**config.mk**
```make
export PLATFORM = sky130hd
export DESIGN_NAME = gb_cpu_instruction_subset_flat
export DESIGN_NICKNAME = d
export VERILOG_FILES = /design/src/rtl/core/gbcpu_pkg.sv /design/src/rtl/core/gbcpu_chan_if.sv /design/src/rtl/core/gbcpu_exec.sv /design/src/rtl/core/gb_cpu_instruction_subset.sv /design/src/flat_wrapper.sv
export VERILOG_INCLUDE_DIRS = /design/src /design/src/rtl/core
export SDC_FILE = /design/constraint.sdc
export NUM_CORES = 1
export LEC_CHECK = 0
export BUFFER_PORTS_ARGS = -buffer_cell sky130_fd_sc_hd__buf_4
export CAP_MARGIN = 20
export CORE_MARGIN = 3
export CORE_UTILIZATION = 50
export CTS_CLUSTER_SIZE = 8
export DETAILED_ROUTE_END_ITERATION = 7
export PLACE_DENSITY = 0.74
export SLEW_MARGIN = 15
export SYNTH_ARGS = -nofsm -noshare
export SYNTH_HDL_FRONTEND = slang
export SYNTH_SLANG_ARGS = --single-unit
```
**constraint.sdc**
```tcl
create_clock -name clk -period 9.4 [get_ports clk]
set_clock_uncertainty 0.05 [all_clocks]
set_input_delay 1.88 -clock clk [delete_from_list [all_inputs] [get_ports clk]]
set_output_delay 1.88 -clock clk [all_outputs]
set_load 0.02 [all_outputs]
```
**src/rtl/core/gb_cpu_instruction_subset_assert.svh**
```systemverilog
// Assertion macros shared by the instruction execute block.
`ifndef GB_CPU_INSTRUCTION_SUBSET_ASSERT_SVH
`define GB_CPU_INSTRUCTION_SUBSET_ASSERT_SVH

`ifndef SYNTHESIS
// Check a property at every rising edge outside reset.
`define GBCPU_ASSERT(label, clk, rst_n, prop) \
  label: assert property (@(posedge clk) disable iff (!rst_n) prop) \
    else $error("gbcpu assertion failed");
// Check a property at every rising edge, reset included.
`define GBCPU_ASSERT_ALWAYS(label, clk, prop) \
  label: assert property (@(posedge clk) prop) \
    else $error("gbcpu assertion failed");
`else
`define GBCPU_ASSERT(label, clk, rst_n, prop)
`define GBCPU_ASSERT_ALWAYS(label, clk, prop)
`endif

`endif

```
**src/rtl/core/gbcpu_pkg.sv**
```systemverilog
// Package: opcodes, flag positions and payload types of the instruction execute block.
`timescale 1ns / 1ps

package gbcpu_pkg;

  // Opcodes of the handled subset
  localparam logic [7:0] OP_NOP      = 8'h00;
  localparam logic [7:0] OP_LD_C_N   = 8'h0E;
  localparam logic [7:0] OP_JR_NZ    = 8'h20;
  localparam logic [7:0] OP_LD_HL_NN = 8'h21;
  localparam logic [7:0] OP_LD_SP_NN = 8'h31;
  localparam logic [7:0] OP_LDD_HL_A = 8'h32;
  localparam logic [7:0] OP_LD_A_N   = 8'h3E;
  localparam logic [7:0] OP_LD_HL_A  = 8'h77;
  localparam logic [7:0] OP_XOR_A    = 8'hAF;
  localparam logic [7:0] OP_PREFIX_CB = 8'hCB;
  localparam logic [7:0] OP_LD_IOC_A = 8'hE2;
  // CB sub-opcode for BIT 7,H
  localparam logic [7:0] CB_BIT7_H   = 8'h7C;

  // High byte of the I/O page
  localparam logic [7:0] IO_PAGE = 8'hFF;

  // Flag bit positions
  localparam int unsigned FLAG_Z = 3;
  localparam int unsigned FLAG_N = 2;
  localparam int unsigned FLAG_H = 1;
  localparam int unsigned FLAG_C = 0;

  typedef struct packed {
    logic [7:0] opcode;
    logic [7:0] operand_low;
    logic [7:0] operand_high;
  } instr_t;

  typedef struct packed {
    logic [7:0]  acc;
    logic [7:0]  reg_c;
    logic [15:0] hl;
    logic [15:0] sp;
    logic [15:0] pc;
    logic [3:0]  flags;
    logic        halt;
  } arch_t;

  typedef struct packed {
    logic [15:0] next_pc;
    logic        mem_write;
    logic [15:0] mem_addr;
    logic [7:0]  mem_data;
    logic        halted;
    logic        zero_out;
    logic [7:0]  acc_out;
    logic [15:0] hl_out;
    logic [15:0] sp_out;
  } result_t;

endpackage

```
**src/rtl/core/gbcpu_chan_if.sv**
```systemverilog
// Interfaces: instruction input channel and result channel.
`timescale 1ns / 1ps

interface gbcpu_in_if;
  logic       valid;
  logic       ready;
  logic [7:0] opcode;
  logic [7:0] operand_low;
  logic [7:0] operand_high;

  modport source (output valid, output opcode, output operand_low, output operand_high,
                  input ready);
  modport sink (input valid, input opcode, input operand_low, input operand_high,
                output ready);
endinterface

interface gbcpu_out_if;
  logic        valid;
  logic        ready;
  logic [15:0] next_pc;
  logic        mem_write;
  logic [15:0] mem_addr;
  logic [7:0]  mem_data;
  logic        halted;
  logic        zero_out;
  logic [7:0]  acc_out;
  logic [15:0] hl_out;
  logic [15:0] sp_out;

  modport source (output valid, output next_pc, output mem_write, output mem_addr,
                  output mem_data, output halted, output zero_out, output acc_out,
                  output hl_out, output sp_out, input ready);
  modport sink (input valid, input next_pc, input mem_write, input mem_addr,
                input mem_data, input halted, input zero_out, input acc_out,
                input hl_out, input sp_out, output ready);
endinterface

```
**src/rtl/core/gbcpu_exec.sv**
```systemverilog
// Execute unit: decodes one instruction and computes the next register state and result.
`timescale 1ns / 1ps

module gbcpu_exec import gbcpu_pkg::*; (
  input  arch_t   st,
  input  instr_t  instr,
  output arch_t   st_nxt,
  output result_t res
);

  logic        wr;
  logic [15:0] waddr;
  logic [15:0] imm16;
  logic [15:0] rel_off;

  assign imm16   = {instr.operand_high, instr.operand_low};
  assign rel_off = {{8{instr.operand_low[7]}}, instr.operand_low};

  // Decode and update registers; a halted core holds everything
  always_comb begin
    st_nxt = st;
    wr     = 1'b0;
    waddr  = 16'h0000;
    if (!st.halt) begin
      unique case (instr.opcode)
        OP_NOP: begin
          st_nxt.pc = st.pc + 16'd1;
        end
        OP_LD_C_N: begin
          st_nxt.reg_c = instr.operand_low;
          st_nxt.pc    = st.pc + 16'd2;
        end
        OP_LD_A_N: begin
          st_nxt.acc = instr.operand_low;
          st_nxt.pc  = st.pc + 16'd2;
        end
        OP_LD_HL_NN: begin
          st_nxt.hl = imm16;
          st_nxt.pc = st.pc + 16'd3;
        end
        OP_LD_SP_NN: begin
          st_nxt.sp = imm16;
          st_nxt.pc = st.pc + 16'd3;
        end
        OP_LDD_HL_A: begin
          wr        = 1'b1;
          waddr     = st.hl;
          st_nxt.hl = st.hl - 16'd1;
          st_nxt.pc = st.pc + 16'd1;
        end
        OP_LD_HL_A: begin
          wr        = 1'b1;
          waddr     = st.hl;
          st_nxt.pc = st.pc + 16'd1;
        end
        OP_JR_NZ: begin
          // Take the branch relative to the following instruction
          if (!st.flags[FLAG_Z]) begin
            st_nxt.pc = st.pc + 16'd2 + rel_off;
          end else begin
            st_nxt.pc = st.pc + 16'd2;
          end
        end
        OP_XOR_A: begin
          st_nxt.acc   = 8'h00;
          st_nxt.flags = 4'b0000;
          st_nxt.flags[FLAG_Z] = 1'b1;
          st_nxt.pc    = st.pc + 16'd1;
        end
        OP_LD_IOC_A: begin
          wr        = 1'b1;
          waddr     = {IO_PAGE, st.reg_c};
          st_nxt.pc = st.pc + 16'd1;
        end
        OP_PREFIX_CB: begin
          if (instr.operand_low == CB_BIT7_H) begin
            st_nxt.flags[FLAG_Z] = ~st.hl[15];
            st_nxt.flags[FLAG_N] = 1'b0;
            st_nxt.flags[FLAG_H] = 1'b1;
            st_nxt.pc = st.pc + 16'd2;
          end else begin
            // Unknown CB op: step past the prefix, then stop
            st_nxt.halt = 1'b1;
            st_nxt.pc   = st.pc + 16'd1;
          end
        end
        default: begin
          st_nxt.halt = 1'b1;
        end
      endcase
    end
  end

  // Assemble the result; store fields read zero when nothing is stored
  always_comb begin
    res.next_pc   = st_nxt.pc;
    res.mem_write = wr;
    res.mem_addr  = wr ? waddr : 16'h0000;
    res.mem_data  = wr ? st_nxt.acc : 8'h00;
    res.halted    = st_nxt.halt;
    res.zero_out  = st_nxt.flags[FLAG_Z];
    res.acc_out   = st_nxt.acc;
    res.hl_out    = st_nxt.hl;
    res.sp_out    = st_nxt.sp;
  end

endmodule

```
**src/rtl/core/gb_cpu_instruction_subset.sv**
```systemverilog
// An instruction passes through the input register and then the result register before its result shows.
// One instruction per cycle while the result is not stalled; the register state feeds back in a single pass.
// A stalled result holds the pipe; the input register and result register each hold one item.
// Reset (rst_n low, synchronous) clears the register state and empties the pipe;
// the instruction and result data registers keep their contents.
`timescale 1ns / 1ps
`include "gb_cpu_instruction_subset_assert.svh"

module gb_cpu_instruction_subset import gbcpu_pkg::*; (
  input  logic        clk,
  input  logic        rst_n,
  gbcpu_in_if.sink    in_chan,
  gbcpu_out_if.source out_chan
);

  logic    in_valid_r;
  instr_t  instr_r;
  arch_t   st_r;
  arch_t   st_nxt;
  logic    out_valid_r;
  result_t res_r;
  result_t res_nxt;
  logic    exec_adv;
  logic    in_fire;

  // Advance the execute stage when the result register is free or draining
  assign exec_adv = !out_valid_r || out_chan.ready;
  assign in_chan.ready = !in_valid_r || exec_adv;
  assign in_fire = in_chan.valid && in_chan.ready;

  gbcpu_exec u_exec (
    .st     (st_r),
    .instr  (instr_r),
    .st_nxt (st_nxt),
    .res    (res_nxt)
  );

  // Input register
  always_ff @(posedge clk) begin
    if (!rst_n) begin
      in_valid_r <= 1'b0;
    end else if (in_chan.ready) begin
      in_valid_r <= in_chan.valid;
    end
  end

  always_ff @(posedge clk) begin
    if (in_fire) begin
      instr_r <= '{opcode: in_chan.opcode, operand_low: in_chan.operand_low,
                   operand_high: in_chan.operand_high};
    end
  end

  // Architectural state: commit when an instruction leaves the execute stage
  always_ff @(posedge clk) begin
    if (!rst_n) begin
      st_r <= '0;
    end else if (in_valid_r && exec_adv) begin
      st_r <= st_nxt;
    end
  end

  // Result register
  always_ff @(posedge clk) begin
    if (!rst_n) begin
      out_valid_r <= 1'b0;
    end else if (exec_adv) begin
      out_valid_r <= in_valid_r;
    end
  end

  always_ff @(posedge clk) begin
    if (in_valid_r && exec_adv) begin
      res_r <= res_nxt;
    end
  end

  assign out_chan.valid     = out_valid_r;
  assign out_chan.next_pc   = res_r.next_pc;
  assign out_chan.mem_write = res_r.mem_write;
  assign out_chan.mem_addr  = res_r.mem_addr;
  assign out_chan.mem_data  = res_r.mem_data;
  assign out_chan.halted    = res_r.halted;
  assign out_chan.zero_out  = res_r.zero_out;
  assign out_chan.acc_out   = res_r.acc_out;
  assign out_chan.hl_out    = res_r.hl_out;
  assign out_chan.sp_out    = res_r.sp_out;

  // Halt is sticky once set
  `GBCPU_ASSERT(a_halt_sticky, clk, rst_n, st_r.halt |=> st_r.halt)
  // A halted core never moves the PC
  `GBCPU_ASSERT(a_halt_pc_hold, clk, rst_n, st_r.halt |=> $stable(st_r.pc))
  // No store means zero address and data on a shown result
  `GBCPU_ASSERT(a_nostore_zero, clk, rst_n, (out_valid_r && !res_r.mem_write) |-> (res_r.mem_addr == 16'h0000 && res_r.mem_data == 8'h00))
  // Full pipe with a stalled result refuses new transfers
  `GBCPU_ASSERT(a_full_stall, clk, rst_n, (in_valid_r && out_valid_r && !out_chan.ready) |-> !in_chan.ready)
  // Reset empties both stages
  `GBCPU_ASSERT_ALWAYS(a_reset_empty, clk, !rst_n |=> (!in_valid_r && !out_valid_r))

endmodule

```
**src/flat_wrapper.sv**
```systemverilog
// flat-port wrapper written by rule: the top's interface ports become plain ports
module gb_cpu_instruction_subset_flat import gbcpu_pkg::*;
  (clk, rst_n, in_chan_valid, in_chan_opcode, in_chan_operand_low, in_chan_operand_high, in_chan_ready, out_chan_valid, out_chan_next_pc, out_chan_mem_write, out_chan_mem_addr, out_chan_mem_data, out_chan_halted, out_chan_zero_out, out_chan_acc_out, out_chan_hl_out, out_chan_sp_out, out_chan_ready);
  gbcpu_in_if in_chan_i ();
  gbcpu_out_if out_chan_i ();
  input  logic clk;
  input  logic rst_n;
  input wire logic [$bits(in_chan_i.valid)-1:0] in_chan_valid;
  input wire logic [$bits(in_chan_i.opcode)-1:0] in_chan_opcode;
  input wire logic [$bits(in_chan_i.operand_low)-1:0] in_chan_operand_low;
  input wire logic [$bits(in_chan_i.operand_high)-1:0] in_chan_operand_high;
  output wire logic [$bits(in_chan_i.ready)-1:0] in_chan_ready;
  output wire logic [$bits(out_chan_i.valid)-1:0] out_chan_valid;
  output wire logic [$bits(out_chan_i.next_pc)-1:0] out_chan_next_pc;
  output wire logic [$bits(out_chan_i.mem_write)-1:0] out_chan_mem_write;
  output wire logic [$bits(out_chan_i.mem_addr)-1:0] out_chan_mem_addr;
  output wire logic [$bits(out_chan_i.mem_data)-1:0] out_chan_mem_data;
  output wire logic [$bits(out_chan_i.halted)-1:0] out_chan_halted;
  output wire logic [$bits(out_chan_i.zero_out)-1:0] out_chan_zero_out;
  output wire logic [$bits(out_chan_i.acc_out)-1:0] out_chan_acc_out;
  output wire logic [$bits(out_chan_i.hl_out)-1:0] out_chan_hl_out;
  output wire logic [$bits(out_chan_i.sp_out)-1:0] out_chan_sp_out;
  input wire logic [$bits(out_chan_i.ready)-1:0] out_chan_ready;
  assign in_chan_i.valid = in_chan_valid;
  assign in_chan_i.opcode = in_chan_opcode;
  assign in_chan_i.operand_low = in_chan_operand_low;
  assign in_chan_i.operand_high = in_chan_operand_high;
  assign in_chan_ready = in_chan_i.ready;
  assign out_chan_valid = out_chan_i.valid;
  assign out_chan_next_pc = out_chan_i.next_pc;
  assign out_chan_mem_write = out_chan_i.mem_write;
  assign out_chan_mem_addr = out_chan_i.mem_addr;
  assign out_chan_mem_data = out_chan_i.mem_data;
  assign out_chan_halted = out_chan_i.halted;
  assign out_chan_zero_out = out_chan_i.zero_out;
  assign out_chan_acc_out = out_chan_i.acc_out;
  assign out_chan_hl_out = out_chan_i.hl_out;
  assign out_chan_sp_out = out_chan_i.sp_out;
  assign out_chan_i.ready = out_chan_ready;
  gb_cpu_instruction_subset u_core (.clk(clk), .rst_n(rst_n), .in_chan(in_chan_i), .out_chan(out_chan_i));
endmodule
```
==> flow_summary.json <==
{
  "synth-seq-cells": 175,
  "clock.fmax_mhz": 222,
  "grt_pass1_wl_mm": 37.6,
  "path_buf_inv": 2,
  "ant_nets": 0,
  "clk_latency_ns": 0.44,
  "core_area_um2": 17600,
  "hp-start": "u_core.st_r[25]$_SDFFE_PN0P_",
  "worstMarginPinSlew_ns": 1.05,
  "drv_cap": 0,
  "fp.dieArea_um2": 19900,
  "drt-wirelength-per-cell_um": 19.5,
  "final_layout_size_suffix_gt1_frac": 0.181,
  "routabilityCongestion": 0.930,
  "grt_max_degree": 68,
  "clk_pin_slew_ns": 0.07,
  "arrival_ns": 2.57,
  "ys.flop_type": "edfxtp_1",
  "yosysWarningCount": 0,
  "rows": 48,
  "seq_area_frac_synth": 0.500,
  "end_kind": "output port",
  "synth_top_family_by_area": "compound AO/OA/AOI/OAI gates",
  "dr.first_iter.drc_count": 1073,
  "postSynthCellCount": 935,
  "synth_area_per_cell_um2": 9.78,
  "nFillCells": 1419,
  "critPathMostFrequentCell": "buf_4",
  "overflow": 0,
  "synth_top_area_frac": 0.351,
  "synth_fa_ha_area_frac": 0.0337,
  "cp_slowest_cell": "nor2b_1",
  "synthTopCellsByCount": "112 x nor2_1, 107 x edfxtp_1, 84 x nand2_1",
  "cts-root-buf": "clkbuf_16",
  "fin_util": 0.608,
  "netlist-cell-type-count": 72,
  "chipHeight_um": 141,
  "crit_path_max_incr_delay_ns": 0.26,
  "cts_tree": "done",
  "syn_nets": 987,
  "portBuffers": 112,
  "finalSetupTns_ns": 0,
  "ys_async_sr_fraction": 0,
  "synth_xor_area_frac": 0.0287,
  "numClockSinks": 175,
  "grt_pass1_vias": 7091,
  "synth_area_leaders": "edfxtp_1 35%, dfxtp_1 15%, nor2_1 4.6%, nand2_1 3.4%, a21oi_1 3.4%",
  "status": "complete, no violations",
  "rsz0062_at_grt": "false",
  "htreeDepth": 4,
  "firstDrtPassIters": 6,
  "postCtsHoldBufs": 0,
  "synth-edff-count": 107,
  "powerDensity_nw_per_um2": 161,
  "hold_violations": 0,
  "critPathLaunchType": "input pin",
  "leakagePower_nw": 4.01,
  "cts_setup_buffers": 0,
  "yosys.area_share.simple": 0.172,
  "netlist_area_um2": 9150,
  "setup_viol": 0,
  "die_w_um": 141,
  "antenna_found_initial": 0,
  "relSlewSlack": 0.293,
  "ir_drop_mv": 0.172,
  "r2r_start": "u_core.st_r[7]$_SDFFE_PN0P_",
  "via_per_inst": 6.26,
  "yosysTopAreaCell": "edfxtp_1",
  "clk_path_buf_depth": 2,
  "worstSetupPathType": "input pin to output port",
  "synth_most_common_cell": "nor2_1",
  "critical_path.top_delay_family": "simple AND/OR/NAND/NOR gates",
  "finalCriticalPeriod_ns": 4.50,
  "period_share": 0.479,
  "worstPathCellList": "buf_4 > nor2b_1 > nand2_1 > buf_4",
  "cts_resized": 0,
  "num_antenna_cells": 0,
  "hpwl_mm": 16.6,
  "track_usage": 0.237,
  "initial_core_util": 0.520,
  "worstPathRequired_ns": 7.47,
  "drc_errors": 0,
  "wirelength_mm": 24.5,
  "cts_buffers": 17,
  "worstPathMaxFanout": 4,
  "synthMuxAreaShare": 0.0306,
  "io_pins": 113,
  "synth_compound_area_frac": 0.196,
  "hold_path_class": "register to register",
  "power_mw": 1.72,
  "nNetsFinal": 1069,
  "cp-startpoint": "out_chan_ready",
  "num_vias": 7860,
  "areaGrowthSynthToFinish_pct": 17.1,
  "drv_slew": 0
}
## per-stage QoR
step / setup WS [ns] / cells / hold WS [ns] / area (µm²)
floorplan: 4.18 / 935 / 0.384 / 9150
global placement: 4.89 / 1222 / 0.389 / 10100
detailed placement: 4.81 / 1223 / 0.394 / 10100
CTS: 4.90 / 1255 / 0.404 / 10700
global route: 4.85 / 1255 / 0.421 / 10700
finish: 4.90 / 1255 / 0.402 / 10700
## layer usage
metal | GRT usage | up-vias | routed length (µm)
met4 | 0.0734 | 0 | 444
met1 | 0.345 | 3760 | 10600
li1 | - | 3651 | -
met3 | 0.0516 | 33 | 2460
met2 | 0.356 | 416 | 10900
met5 | 0 | - | 0
## power breakdown
part           switching (mW)  total [mW]  internal, mW
registers              0.0276       0.872         0.845
logic                  0.0969       0.153        0.0564
clock network           0.335       0.695         0.360
total                   0.459        1.72          1.26
## logic make-up (layout without fill, tap and decap cells)
group                      count (synthesis)  in the layout
AOI/OAI and AO/OA                        270            270
xor gates and xnor gates                  30             30
adders and majority gates                 24             24
buffers and inverters                     87            182
DFF                                      175            175
muxes                                     26             26
and+or+nand+nor                          323            323
## layout by cell type, fill, tap and decap left out, types with 4 or more instances in the layout
cell,n
nor3_1,28
xor2_1,14
a31oi_1,9
nand2_1,84
o211ai_1,7
buf_4,121
nor2_1,112
clkbuf_16,17
a22oi_1,27
a32oi_1,5
nand4_1,5
edfxtp_1,107
mux2i_1,10
nand2b_1,11
mux2_2,16
nand3b_1,5
o22ai_1,9
o211a_1,7
nand3_1,19
a21oi_1,61
ha_1,23
o21ai_0,62
and3_1,7
nor2b_1,9
a211oi_1,19
a21o_1,14
a221oi_1,5
nor4_1,10
dfxtp_1,68
o21ai_1,7
o221ai_1,5
a22o_1,4
xnor2_1,16
o2111ai_1,6
inv_1,25
## final timing paths
kind                                           end  slack (ns)  cells after the start
min reg2reg           u_core.st_r[25]$_SDFFE_PN0P_        0.40                      2
max                                  in_chan_ready        4.90                      4
min                   u_core.st_r[25]$_SDFFE_PN0P_        0.40                      2
max reg2reg  u_core.out_chan.next_pc[12]$_DFFE_PP_        5.69                     12
## sequential cells by signal (all words and copies together) (netlist names)
register,cells
u_core.out_chan.mem_data,8
u_core.out_chan.valid,1
u_core.out_chan.sp_out,16
u_core.st_r,66
u_core.out_chan.mem_write,1
u_core.in_valid_r,1
u_core.out_chan.next_pc,16
u_core.out_chan.mem_addr,16
u_core.out_chan.zero_out,1
u_core.instr_r,24
u_core.out_chan.acc_out,8
u_core.out_chan.halted,1
u_core.out_chan.hl_out,16
## worst min-delay path, delay by kind of cell, from the launching register on
family	cells	cell delay, ns
AO/OA/AOI/OAI	1	0.05
AND/OR/NAND/NOR	1	0.05
flip-flops	1	0.31
## final cells by class
cell class	instances	area (µm²)	share of cell area
Sequential cell	175	4570	0.427
Multi-Input combinational cell	673	4230	0.395
Timing Repair Buffer	122	923	0.0862
Clock buffer	18	439	0.0410
Tap cell	225	282	0.0263
Clock inverter	14	148	0.0138
Inverter	28	108	0.0101
No activity file was read; power rests on OpenSTA's default activity.
